**config.mk**
```make
export PLATFORM = sky130hd
export DESIGN_NAME = relev_div_cell
export DESIGN_NICKNAME = d
export VERILOG_FILES = /design/src/hdl/relev_pkg.sv /design/src/hdl/relev_div_cell.sv
export SDC_FILE = /design/constraint.sdc
export NUM_CORES = 1
export LEC_CHECK = 0
export BUFFER_PORTS_ARGS = -buffer_cell sky130_fd_sc_hd__buf_4
export CAP_MARGIN = 30
export CORE_ASPECT_RATIO = 0.7
export CORE_MARGIN = 3
export CORE_UTILIZATION = 55
export CTS_CLUSTER_SIZE = 40
export DETAILED_ROUTE_END_ITERATION = 7
export PLACE_DENSITY = 0.92
export SYNTH_ARGS = -nofsm -noshare
export SYNTH_HDL_FRONTEND = slang
export SYNTH_SLANG_ARGS = --single-unit
```
**constraint.sdc**
```tcl
create_clock -name clk -period 1.1 [get_ports clk]
set_input_delay 0.165 -clock clk [delete_from_list [all_inputs] [get_ports clk]]
set_output_delay 0.165 -clock clk [all_outputs]
set_load 0.01 [all_outputs]
```
**src/hdl/relev_pkg.sv**
```systemverilog
// Shared types, constants and step functions for the radar elevation unit.
// No dependencies; every other file but relev_check imports this package.
`default_nettype none

package relev_pkg;

    localparam int RANGE_BITS   = 20;
    localparam int DIV_CELLS    = 30;
    localparam int ROOT_CELLS   = 31;
    localparam int CORDIC_CELLS = 31;

    localparam logic signed [33:0] PI_Q30      = 34'sd3373259426;
    localparam logic signed [33:0] HALF_PI_Q30 = 34'sd1686629713;
    localparam logic signed [33:0] GAIN_Q30    = 34'sd652032874;
    localparam logic [22:0]        ESQ_Q30     = 23'd7188036;
    localparam logic [30:0]        ONE_Q30     = 31'h4000_0000;

    // a*(1-e2) in meters, rounded to Q8
    localparam logic [63:0] QNUM_W =
        (64'd6378137 * 64'd1066553788 + 64'd2097152) >> 22;
    localparam logic [30:0] QNUM = QNUM_W[30:0];

    // Control bits that ride along with each request through the pipeline
    typedef struct packed {
        logic valid;
        logic neg;
        logic clamp;
        logic degen;
    } side_t;

    typedef struct packed {
        logic [61:0] v;
        logic [61:0] res;
    } root_t;

    typedef enum logic [2:0] {
        RS_IDLE,
        RS_ROT,
        RS_SQUARE,
        RS_TERM,
        RS_ROOT,
        RS_DEN,
        RS_DIV
    } rad_state_t;

    function automatic logic [30:0] atan_q30(input logic [4:0] idx);
        logic [30:0] a;
        case (idx)
            5'd0:  a = 31'd843314856;
            5'd1:  a = 31'd497837829;
            5'd2:  a = 31'd263043836;
            5'd3:  a = 31'd133525158;
            5'd4:  a = 31'd67021686;
            5'd5:  a = 31'd33543515;
            5'd6:  a = 31'd16775850;
            5'd7:  a = 31'd8388437;
            5'd8:  a = 31'd4194282;
            5'd9:  a = 31'd2097149;
            5'd10: a = 31'd1048575;
            5'd11: a = 31'd524287;
            5'd12: a = 31'd262143;
            5'd13: a = 31'd131071;
            5'd14: a = 31'd65535;
            5'd15: a = 31'd32767;
            5'd16: a = 31'd16383;
            5'd17: a = 31'd8191;
            5'd18: a = 31'd4095;
            5'd19: a = 31'd2047;
            5'd20: a = 31'd1023;
            5'd21: a = 31'd511;
            5'd22: a = 31'd255;
            5'd23: a = 31'd127;
            5'd24: a = 31'd63;
            5'd25: a = 31'd31;
            5'd26: a = 31'd15;
            5'd27: a = 31'd7;
            5'd28: a = 31'd3;
            5'd29: a = 31'd1;
            default: a = 31'd0;
        endcase
        return a;
    endfunction

    // One digit of the bitwise integer square root; bit weight is 1 << sh
    function automatic root_t root_step(input logic [61:0] v, input logic [61:0] res,
                                        input logic [5:0] sh);
        logic [61:0] bitw;
        logic [61:0] sum;
        root_t o;
        bitw = 62'd1 << sh;
        sum  = res + bitw;
        if (v >= sum)
        begin
            o.v   = v - sum;
            o.res = (res >> 1) + bitw;
        end
        else
        begin
            o.v   = v;
            o.res = res >> 1;
        end
        return o;
    endfunction

endpackage

`default_nettype wire

```
**src/hdl/relev_div_cell.sv**
```systemverilog
// One restoring-division step cell of the argument divider chain.
// Depends on relev_pkg.
`default_nettype none

module relev_div_cell
    import relev_pkg::*;
(
    input  wire logic        clk,
    input  wire logic        rst_n,
    input  wire logic        en,
    input  wire side_t       side_in,
    input  wire logic [51:0] rem_in,
    input  wire logic [30:0] q_in,
    input  wire logic [51:0] d_in,
    output side_t            side_out,
    output logic [51:0]      rem_out,
    output logic [30:0]      q_out,
    output logic [51:0]      d_out
);

    side_t       side_reg;
    logic [51:0] rem_reg;
    logic [30:0] q_reg;
    logic [51:0] d_reg;
    logic [52:0] r2;
    logic [52:0] diff;
    logic        ge;
    logic [51:0] rem_next;

    always_comb
    begin
        r2       = {rem_in, 1'b0};
        diff     = r2 - {1'b0, d_in};
        ge       = (r2 >= {1'b0, d_in});
        rem_next = ge ? diff[51:0] : r2[51:0];
    end

    always_ff @(posedge clk or negedge rst_n)
    begin
        if (!rst_n)
        begin
            side_reg <= '0;
        end
        else if (en)
        begin
            side_reg <= side_in;
        end
    end

    always_ff @(posedge clk)
    begin
        if (en)
        begin
            rem_reg <= rem_next;
            q_reg   <= {q_in[29:0], ge};
            d_reg   <= d_in;
        end
    end

    assign side_out = side_reg;
    assign rem_out  = rem_reg;
    assign q_out    = q_reg;
    assign d_out    = d_reg;

endmodule

`default_nettype wire

```
==> results of run 1 <==
-- kinds of logic after synthesis --
| group | after synthesis | share of synthesized area (%) |
|---|---|---|
| AO/OA/AOI/OAI | 210 | 17.2 |
| AND/OR/NAND/NOR | 163 | 9.92 |
| multiplexers | 17 | 2.37 |
| buffers and inverters | 98 | 5.12 |
| flip-flops | 139 | 51.9 |
| adder cells (fa/ha/maj) | 53 | 8.37 |
| XOR/XNOR | 47 | 5.14 |
-- Yosys cell counts, types with 5 or more instances --
cell | n | area, sq um
sky130_fd_sc_hd__edfxtp_1 | 135 | 4050
sky130_fd_sc_hd__a21oi_1 | 83 | 415
sky130_fd_sc_hd__inv_1 | 68 | 255
sky130_fd_sc_hd__nor2_1 | 57 | 214
sky130_fd_sc_hd__ha_1 | 52 | 651
sky130_fd_sc_hd__nand2_1 | 38 | 143
sky130_fd_sc_hd__a21o_1 | 30 | 225
sky130_fd_sc_hd__xnor2_1 | 27 | 236
sky130_fd_sc_hd__o21ai_0 | 20 | 100
sky130_fd_sc_hd__xor2_1 | 20 | 175
sky130_fd_sc_hd__nand3_1 | 15 | 75.1
sky130_fd_sc_hd__clkbuf_1 | 14 | 52.6
sky130_fd_sc_hd__o21bai_1 | 11 | 82.6
sky130_fd_sc_hd__mux2_2 | 10 | 113
sky130_fd_sc_hd__buf_4 | 9 | 67.6
sky130_fd_sc_hd__nand4_1 | 9 | 56.3
sky130_fd_sc_hd__nor3_1 | 9 | 45.0
sky130_fd_sc_hd__and3_1 | 7 | 43.8
sky130_fd_sc_hd__buf_2 | 7 | 35.0
sky130_fd_sc_hd__o21a_1 | 7 | 52.6
sky130_fd_sc_hd__o21ai_1 | 7 | 35.0
sky130_fd_sc_hd__a31oi_1 | 6 | 37.5
sky130_fd_sc_hd__and2_1 | 6 | 37.5
sky130_fd_sc_hd__mux2_1 | 6 | 67.6
sky130_fd_sc_hd__nor2b_1 | 6 | 37.5
sky130_fd_sc_hd__a211o_1 | 5 | 43.8
-- per-stage QoR --
stage | utilization, % | hold slack, ns | instance area, sq um
3_3_place_gp | 85.7 | -0.0385 | 12100
2_1_floorplan | - | -0.131 | 8410
3_5_place_dp | 85.7 | -0.0365 | 12100
==> impl_metrics.sql, run 1 <==
INSERT INTO impl_metrics (metric_group, metric, value, unit) VALUES
('outcome', 'status', 'stopped before the end', ''),
('outcome', 'stopping_stage', 'clock tree synthesis', ''),
('outcome', 'error_message', '[ERROR DPL-0038] Utilization greater than 100%, impossible to legalize', ''),
('clocking', 'htreeDepth', '4', ''),
('clocking', 'cts_repair_resize_count', '217', ''),
('placement', 'port-buffer-count', '279', ''),
('floorplanning', 'chipHeight', '107', 'um'),
('yosys', 'synth_area_per_cell', '11.0', 'sq um'),
('placement', 'post-dp-hpwl', '21800', 'um'),
('floorplanning', 'fp.dieW', '150', 'um'),
('clocking', 'cts_hold_buf', '84', ''),
('floorplanning', 'initial_utilization', '56.8', '%'),
('yosys', 'share_of_synthesized_area_occupied_by_flip_flops_and_latches', '51.9', '%'),
('clocking', 'cts-buffers-inserted', '17', ''),
('yosys', 'synth-edff-count', '135', ''),
('yosys', 'ys_seq_elements', '139', ''),
('clocking', 'post-cts-setup-buffers', '16', ''),
('yosys', 'postSynth.asyncResetShare', '2.88', '%'),
('clocking', 'clk_path_buf_depth', '2', ''),
('yosys', 'mappedNetlistNets', '922', ''),
('clocking', 'numClockSinks', '139', ''),
('yosys', 'post_synth_num_cell_types', '67', ''),
('placement', 'pre_cts_ws', '-2.02', 'ns'),
('yosys', 'most_used_flip_flop_cell_after_synthesis', 'sky130_fd_sc_hd__edfxtp_1', ''),
('yosys', 'synth_cell_area', '8010', 'sq um'),
('floorplanning', 'io_pins', '281', ''),
('placement', 'gpl_congestion', '0.946', ''),
('placement', 'dpl.cell_count', '1369', ''),
('yosys', 'synth-warning-count', '0', ''),
('clocking', 'cts_root_buf', 'sky130_fd_sc_hd__clkbuf_16', ''),
('floorplanning', 'row_count', '36', ''),
('yosys', 'cell_count_after_synthesis', '727', '');
==> run 2: changes to the inputs <==
--- a/config.mk
+++ b/config.mk
@@ -7,12 +7,10 @@
 export LEC_CHECK = 0
 export BUFFER_PORTS_ARGS = -buffer_cell sky130_fd_sc_hd__buf_4
 export CAP_MARGIN = 30
-export CORE_ASPECT_RATIO = 0.7
 export CORE_MARGIN = 3
-export CORE_UTILIZATION = 55
-export CTS_CLUSTER_SIZE = 40
+export CORE_UTILIZATION = 40
 export DETAILED_ROUTE_END_ITERATION = 7
-export PLACE_DENSITY = 0.92
+export PLACE_DENSITY_LB_ADDON = 0.15
 export SYNTH_ARGS = -nofsm -noshare
 export SYNTH_HDL_FRONTEND = slang
 export SYNTH_SLANG_ARGS = --single-unit
==> impl_metrics.sql, run 2 <==
INSERT INTO impl_metrics (metric_group, metric, value, unit) VALUES
('outcome', 'status', 'finished with violations', ''),
('outcome', 'failed_checks', 'negative setup slack', ''),
('floorplanning', 'initial_utilization', '40.9', '%'),
('yosys', 'synth-edff-count', '135', ''),
('clocking', 'cts_root_buf', 'sky130_fd_sc_hd__clkbuf_16', ''),
('detailed_routing', 'wire_per_inst', '18.8', 'um'),
('yosys', 'post-synth-top-count-cell', 'sky130_fd_sc_hd__edfxtp_1', ''),
('grt', 'grt_pass1_vias', '8372', ''),
('clocking', 'clkLatencyLatePin', '0.42', 'ns'),
('critical_path', 'worstPathArrival', '2.67', 'ns'),
('yosys', 'share_of_synthesized_area_occupied_by_flip_flops_and_latches', '51.9', '%'),
('critical_path', 'worst_setup_path_start_kind', 'input pin', ''),
('floorplanning', 'io_pins', '281', ''),
('detailed_routing', 'detail_route.first_pass.iterations', '6', ''),
('yosys', 'post_synth_num_cell_types', '67', ''),
('clocking', 'clk_pin_slew', '0.07', 'ns'),
('yosys', 'mappedNetlistNets', '922', ''),
('grt', 'globalRouteTotalUtil', '25.5', '%'),
('final_layout', 'signed_area_change_from_the_synthesized_netlist_to_the_final_layout', '92.5', '%'),
('yosys', 'synth_top_cell_by_area', 'sky130_fd_sc_hd__edfxtp_1', ''),
('detailed_routing', 'drt_iter0_drc', '436', ''),
('yosys', 'synth_largest_type_area_fraction', '50.6', '%'),
('clocking', 'htreeDepth', '4', ''),
('sta', 'fin_crit_sh', '226', '%'),
('yosys', 'ys_seq_elements', '139', ''),
('critical_path', 'cpPeakStageDelay', '0.34', 'ns'),
('floorplanning', 'fp.dieW', '148', 'um'),
('critical_path', 'crit_top_cell', 'sky130_fd_sc_hd__buf_4', ''),
('critical_path', 'cp_cell_sequence', 'buf_4, inv_1, ha_4, a21oi_2, buf_4, o21a_1, o21ai_2, a221oi_2, buf_4, o21bai_1, a21oi_1, nor2b_1, o311a_1, o31a_1, o2bb2ai_2', ''),
('detailed_routing', 'remaining_drc_errors', '0', ''),
('floorplanning', 'row_count', '51', ''),
('job', 'max-cap-violations', '0', ''),
('final_layout', 'fin_cells', '1601', ''),
('critical_path', 'cp-end-kind', 'flip-flop', ''),
('yosys', 'synth.area.top_cells', 'sky130_fd_sc_hd__edfxtp_1, sky130_fd_sc_hd__ha_1, sky130_fd_sc_hd__a21oi_1', ''),
('sta', 'measured_slew_at_the_worst_slew_check_pin', '0.904', 'ns'),
('yosys', 'synth_cell_area', '8010', 'sq um'),
('yosys', 'synth_area_per_cell', '11.0', 'sq um'),
('critical_path', 'path_class', 'input pin to flip-flop', ''),
('detailed_routing', 'via_per_inst', '5.07', ''),
('yosys', 'synth-warning-count', '0', ''),
('yosys', 'synth_top_cells_by_count', 'sky130_fd_sc_hd__edfxtp_1, sky130_fd_sc_hd__a21oi_1, sky130_fd_sc_hd__inv_1, sky130_fd_sc_hd__nor2_1, sky130_fd_sc_hd__ha_1', ''),
('final_layout', 'layout.cells.most_common_list', 'sky130_fd_sc_hd__buf_4, sky130_fd_sc_hd__buf_6, sky130_fd_sc_hd__edfxtp_1, sky130_fd_sc_hd__dlygate4sd3_1, sky130_fd_sc_hd__inv_1', ''),
('sta', 'fin_ws', '-1.39', 'ns'),
('detailed_routing', 'drt-total-wl', '30100', 'um'),
('sta', 'finalWorstPathRequiredPeriod', '2.49', 'ns'),
('sta', 'rsz0062_at_grt', 'true', ''),
('grt', 'grt_max_degree', '25', ''),
('placement', 'port-buffer-count', '279', ''),
('power_and_ir_drop', 'power_density', '1300', 'nW/um^2'),
('final_layout', 'diodes', '0', ''),
('sta', 'hold_violations', '0', ''),
('clocking', 'numClockSinks', '139', ''),
('floorplanning', 'die_area', '21800', 'sq um'),
('power_and_ir_drop', 'leakage', '6.86', 'nW'),
('clocking', 'tritoncts', 'done', ''),
('final_layout', 'fraction_of_layout_instances_using_a_drive_strength_above_1', '55.2', '%'),
('hold_path', 'worst_hold_path_type', 'input pin to flip-flop', ''),
('floorplanning', 'core-area', '19600', 'sq um'),
('critical_path', 'worstPathRequired', '1.28', 'ns'),
('sta', 'whs', '0.0373', 'ns'),
('clocking', 'cts-buffers-inserted', '17', ''),
('grt', 'wire_length_of_the_first_global_routing_pass', '44000', 'um'),
('sta', 'timing.setup.tns', '-72.03', 'ns'),
('final_layout', 'final.fill_count', '1196', ''),
('floorplanning', 'chipHeight', '148', 'um'),
('final_layout', 'num-nets-final', '1518', ''),
('final_layout', 'layout_commonest_cell', 'sky130_fd_sc_hd__buf_4', ''),
('placement', 'post-dp-hpwl', '19100', 'um'),
('detailed_routing', 'vias', '8124', ''),
('power_and_ir_drop', 'worst_ir_drop_vdd', '1.08', 'mV'),
('grt', 'antenna_found_initial', '0', ''),
('detailed_routing', 'drtAntennaViolNets', '0', ''),
('placement', 'dpl.cell_count', '1454', ''),
('grt', 'grt_remaining_overflow', '0', ''),
('sta', 'slew_viol_final', '0', ''),
('sta', 'timing.max_slew.rel_slack', '39.3', '%'),
('sta', 'timing.final.setup_violations', '148', ''),
('yosys', 'cell_count_after_synthesis', '727', ''),
('yosys', 'postSynth.asyncResetShare', '2.88', '%'),
('critical_path', 'cp_bufs_invs', '4', ''),
('sta', 'timing.clock.skew', '0', 'ns'),
('clocking', 'clk_path_buf_depth', '2', ''),
('sta', 'fmax', '0.402', 'GHz'),
('placement', 'gpl_congestion', '0.866', ''),
('critical_path', 'cp_max_fo', '4', ''),
('critical_path', 'cp_slowest_cell', 'sky130_fd_sc_hd__o311a_1', ''),
('yosys', 'most_used_flip_flop_cell_after_synthesis', 'sky130_fd_sc_hd__edfxtp_1', ''),
('critical_path', 'critical_path.top_delay_family', 'compound AO/OA/AOI/OAI gates', '');
run 2: cell counts after synthesis:
Identical to the previous run, type by type.
run 2: area by class of cell:
type	count	area (sq um)	area share (%)
Multi-Input combinational cell	493	4500	29.2
Tap cell	265	332	2.15
Timing Repair Buffer	604	5510	35.8
Inverter	68	280	1.82
Clock buffer	17	425	2.76
Clock inverter	15	211	1.37
Sequential cell	139	4150	26.9
run 2: path summary, 6_finish.rpt:
kind                                          from                      end  slack [ns]  cells after the start
min in group asynchronous                    rst_n  side_out[1]$_DFFE_PN0P_        0.06                      2
setup reg to reg           side_out[2]$_DFFE_PN0P_  side_out[2]$_DFFE_PN0P_        0.34                      1
hold reg to reg            side_out[1]$_DFFE_PN0P_  side_out[1]$_DFFE_PN0P_        0.53                      1
hold / removal                             d_in[1]       d_out[1]$_DFFE_PP_        0.04                      2
max in group asynchronous                    rst_n  side_out[0]$_DFFE_PN0P_        0.94                      2
setup / recovery                          d_in[32]    rem_out[51]$_DFFE_PP_       -1.39                     15
run 2: where the power goes:
group          switching, mW  internal (mW)
clock                   2.48           3.84
combinational           3.05           3.86
sequential             0.293           6.55
run 2: routing by layer:
metal,up-vias,wire length [um],GRT usage (%)
met3,44,1850,5.18
met2,299,15500,45.4
met1,3906,12200,31.6
met5,-,0,0
met4,0,624,6.71
li1,3875,-,-
run 2: timing repair:
action,4_1_cts,5_1_grt
endpoints found under the hold margin,88,0
gates resized for setup,207,132
pin swaps,25,26
hold buffers,85,0
cloned,9,0
endpoints found under the setup margin,185,192
setup buffers,16,7
run 2: through the flow:
step | setup slack [ns] | total power [mW] | instance area [sq um] | util, %
global route | -1.47 | 20.9 | 15400 | 78.7
global placement | -1.98 | 12.1 | 12300 | 62.9
floorplan | -1.65 | 9.31 | 8410 | -
detailed placement | -2.04 | 12.1 | 12300 | 62.9
CTS | -1.35 | 19.6 | 14800 | 75.7
finish | -1.39 | 20.1 | 15400 | 78.7
run 2: logic make-up after synthesis:
family                     synth area share, %
adders and majority gates                 8.37
muxes                                     2.37
DFF                                       51.9
xor gates and xnor gates                  5.14
and+or+nand+nor                           9.92
buffers and inverters                     5.12
AOI/OAI and AO/OA                         17.2
(Power assumes the default switching activity.)
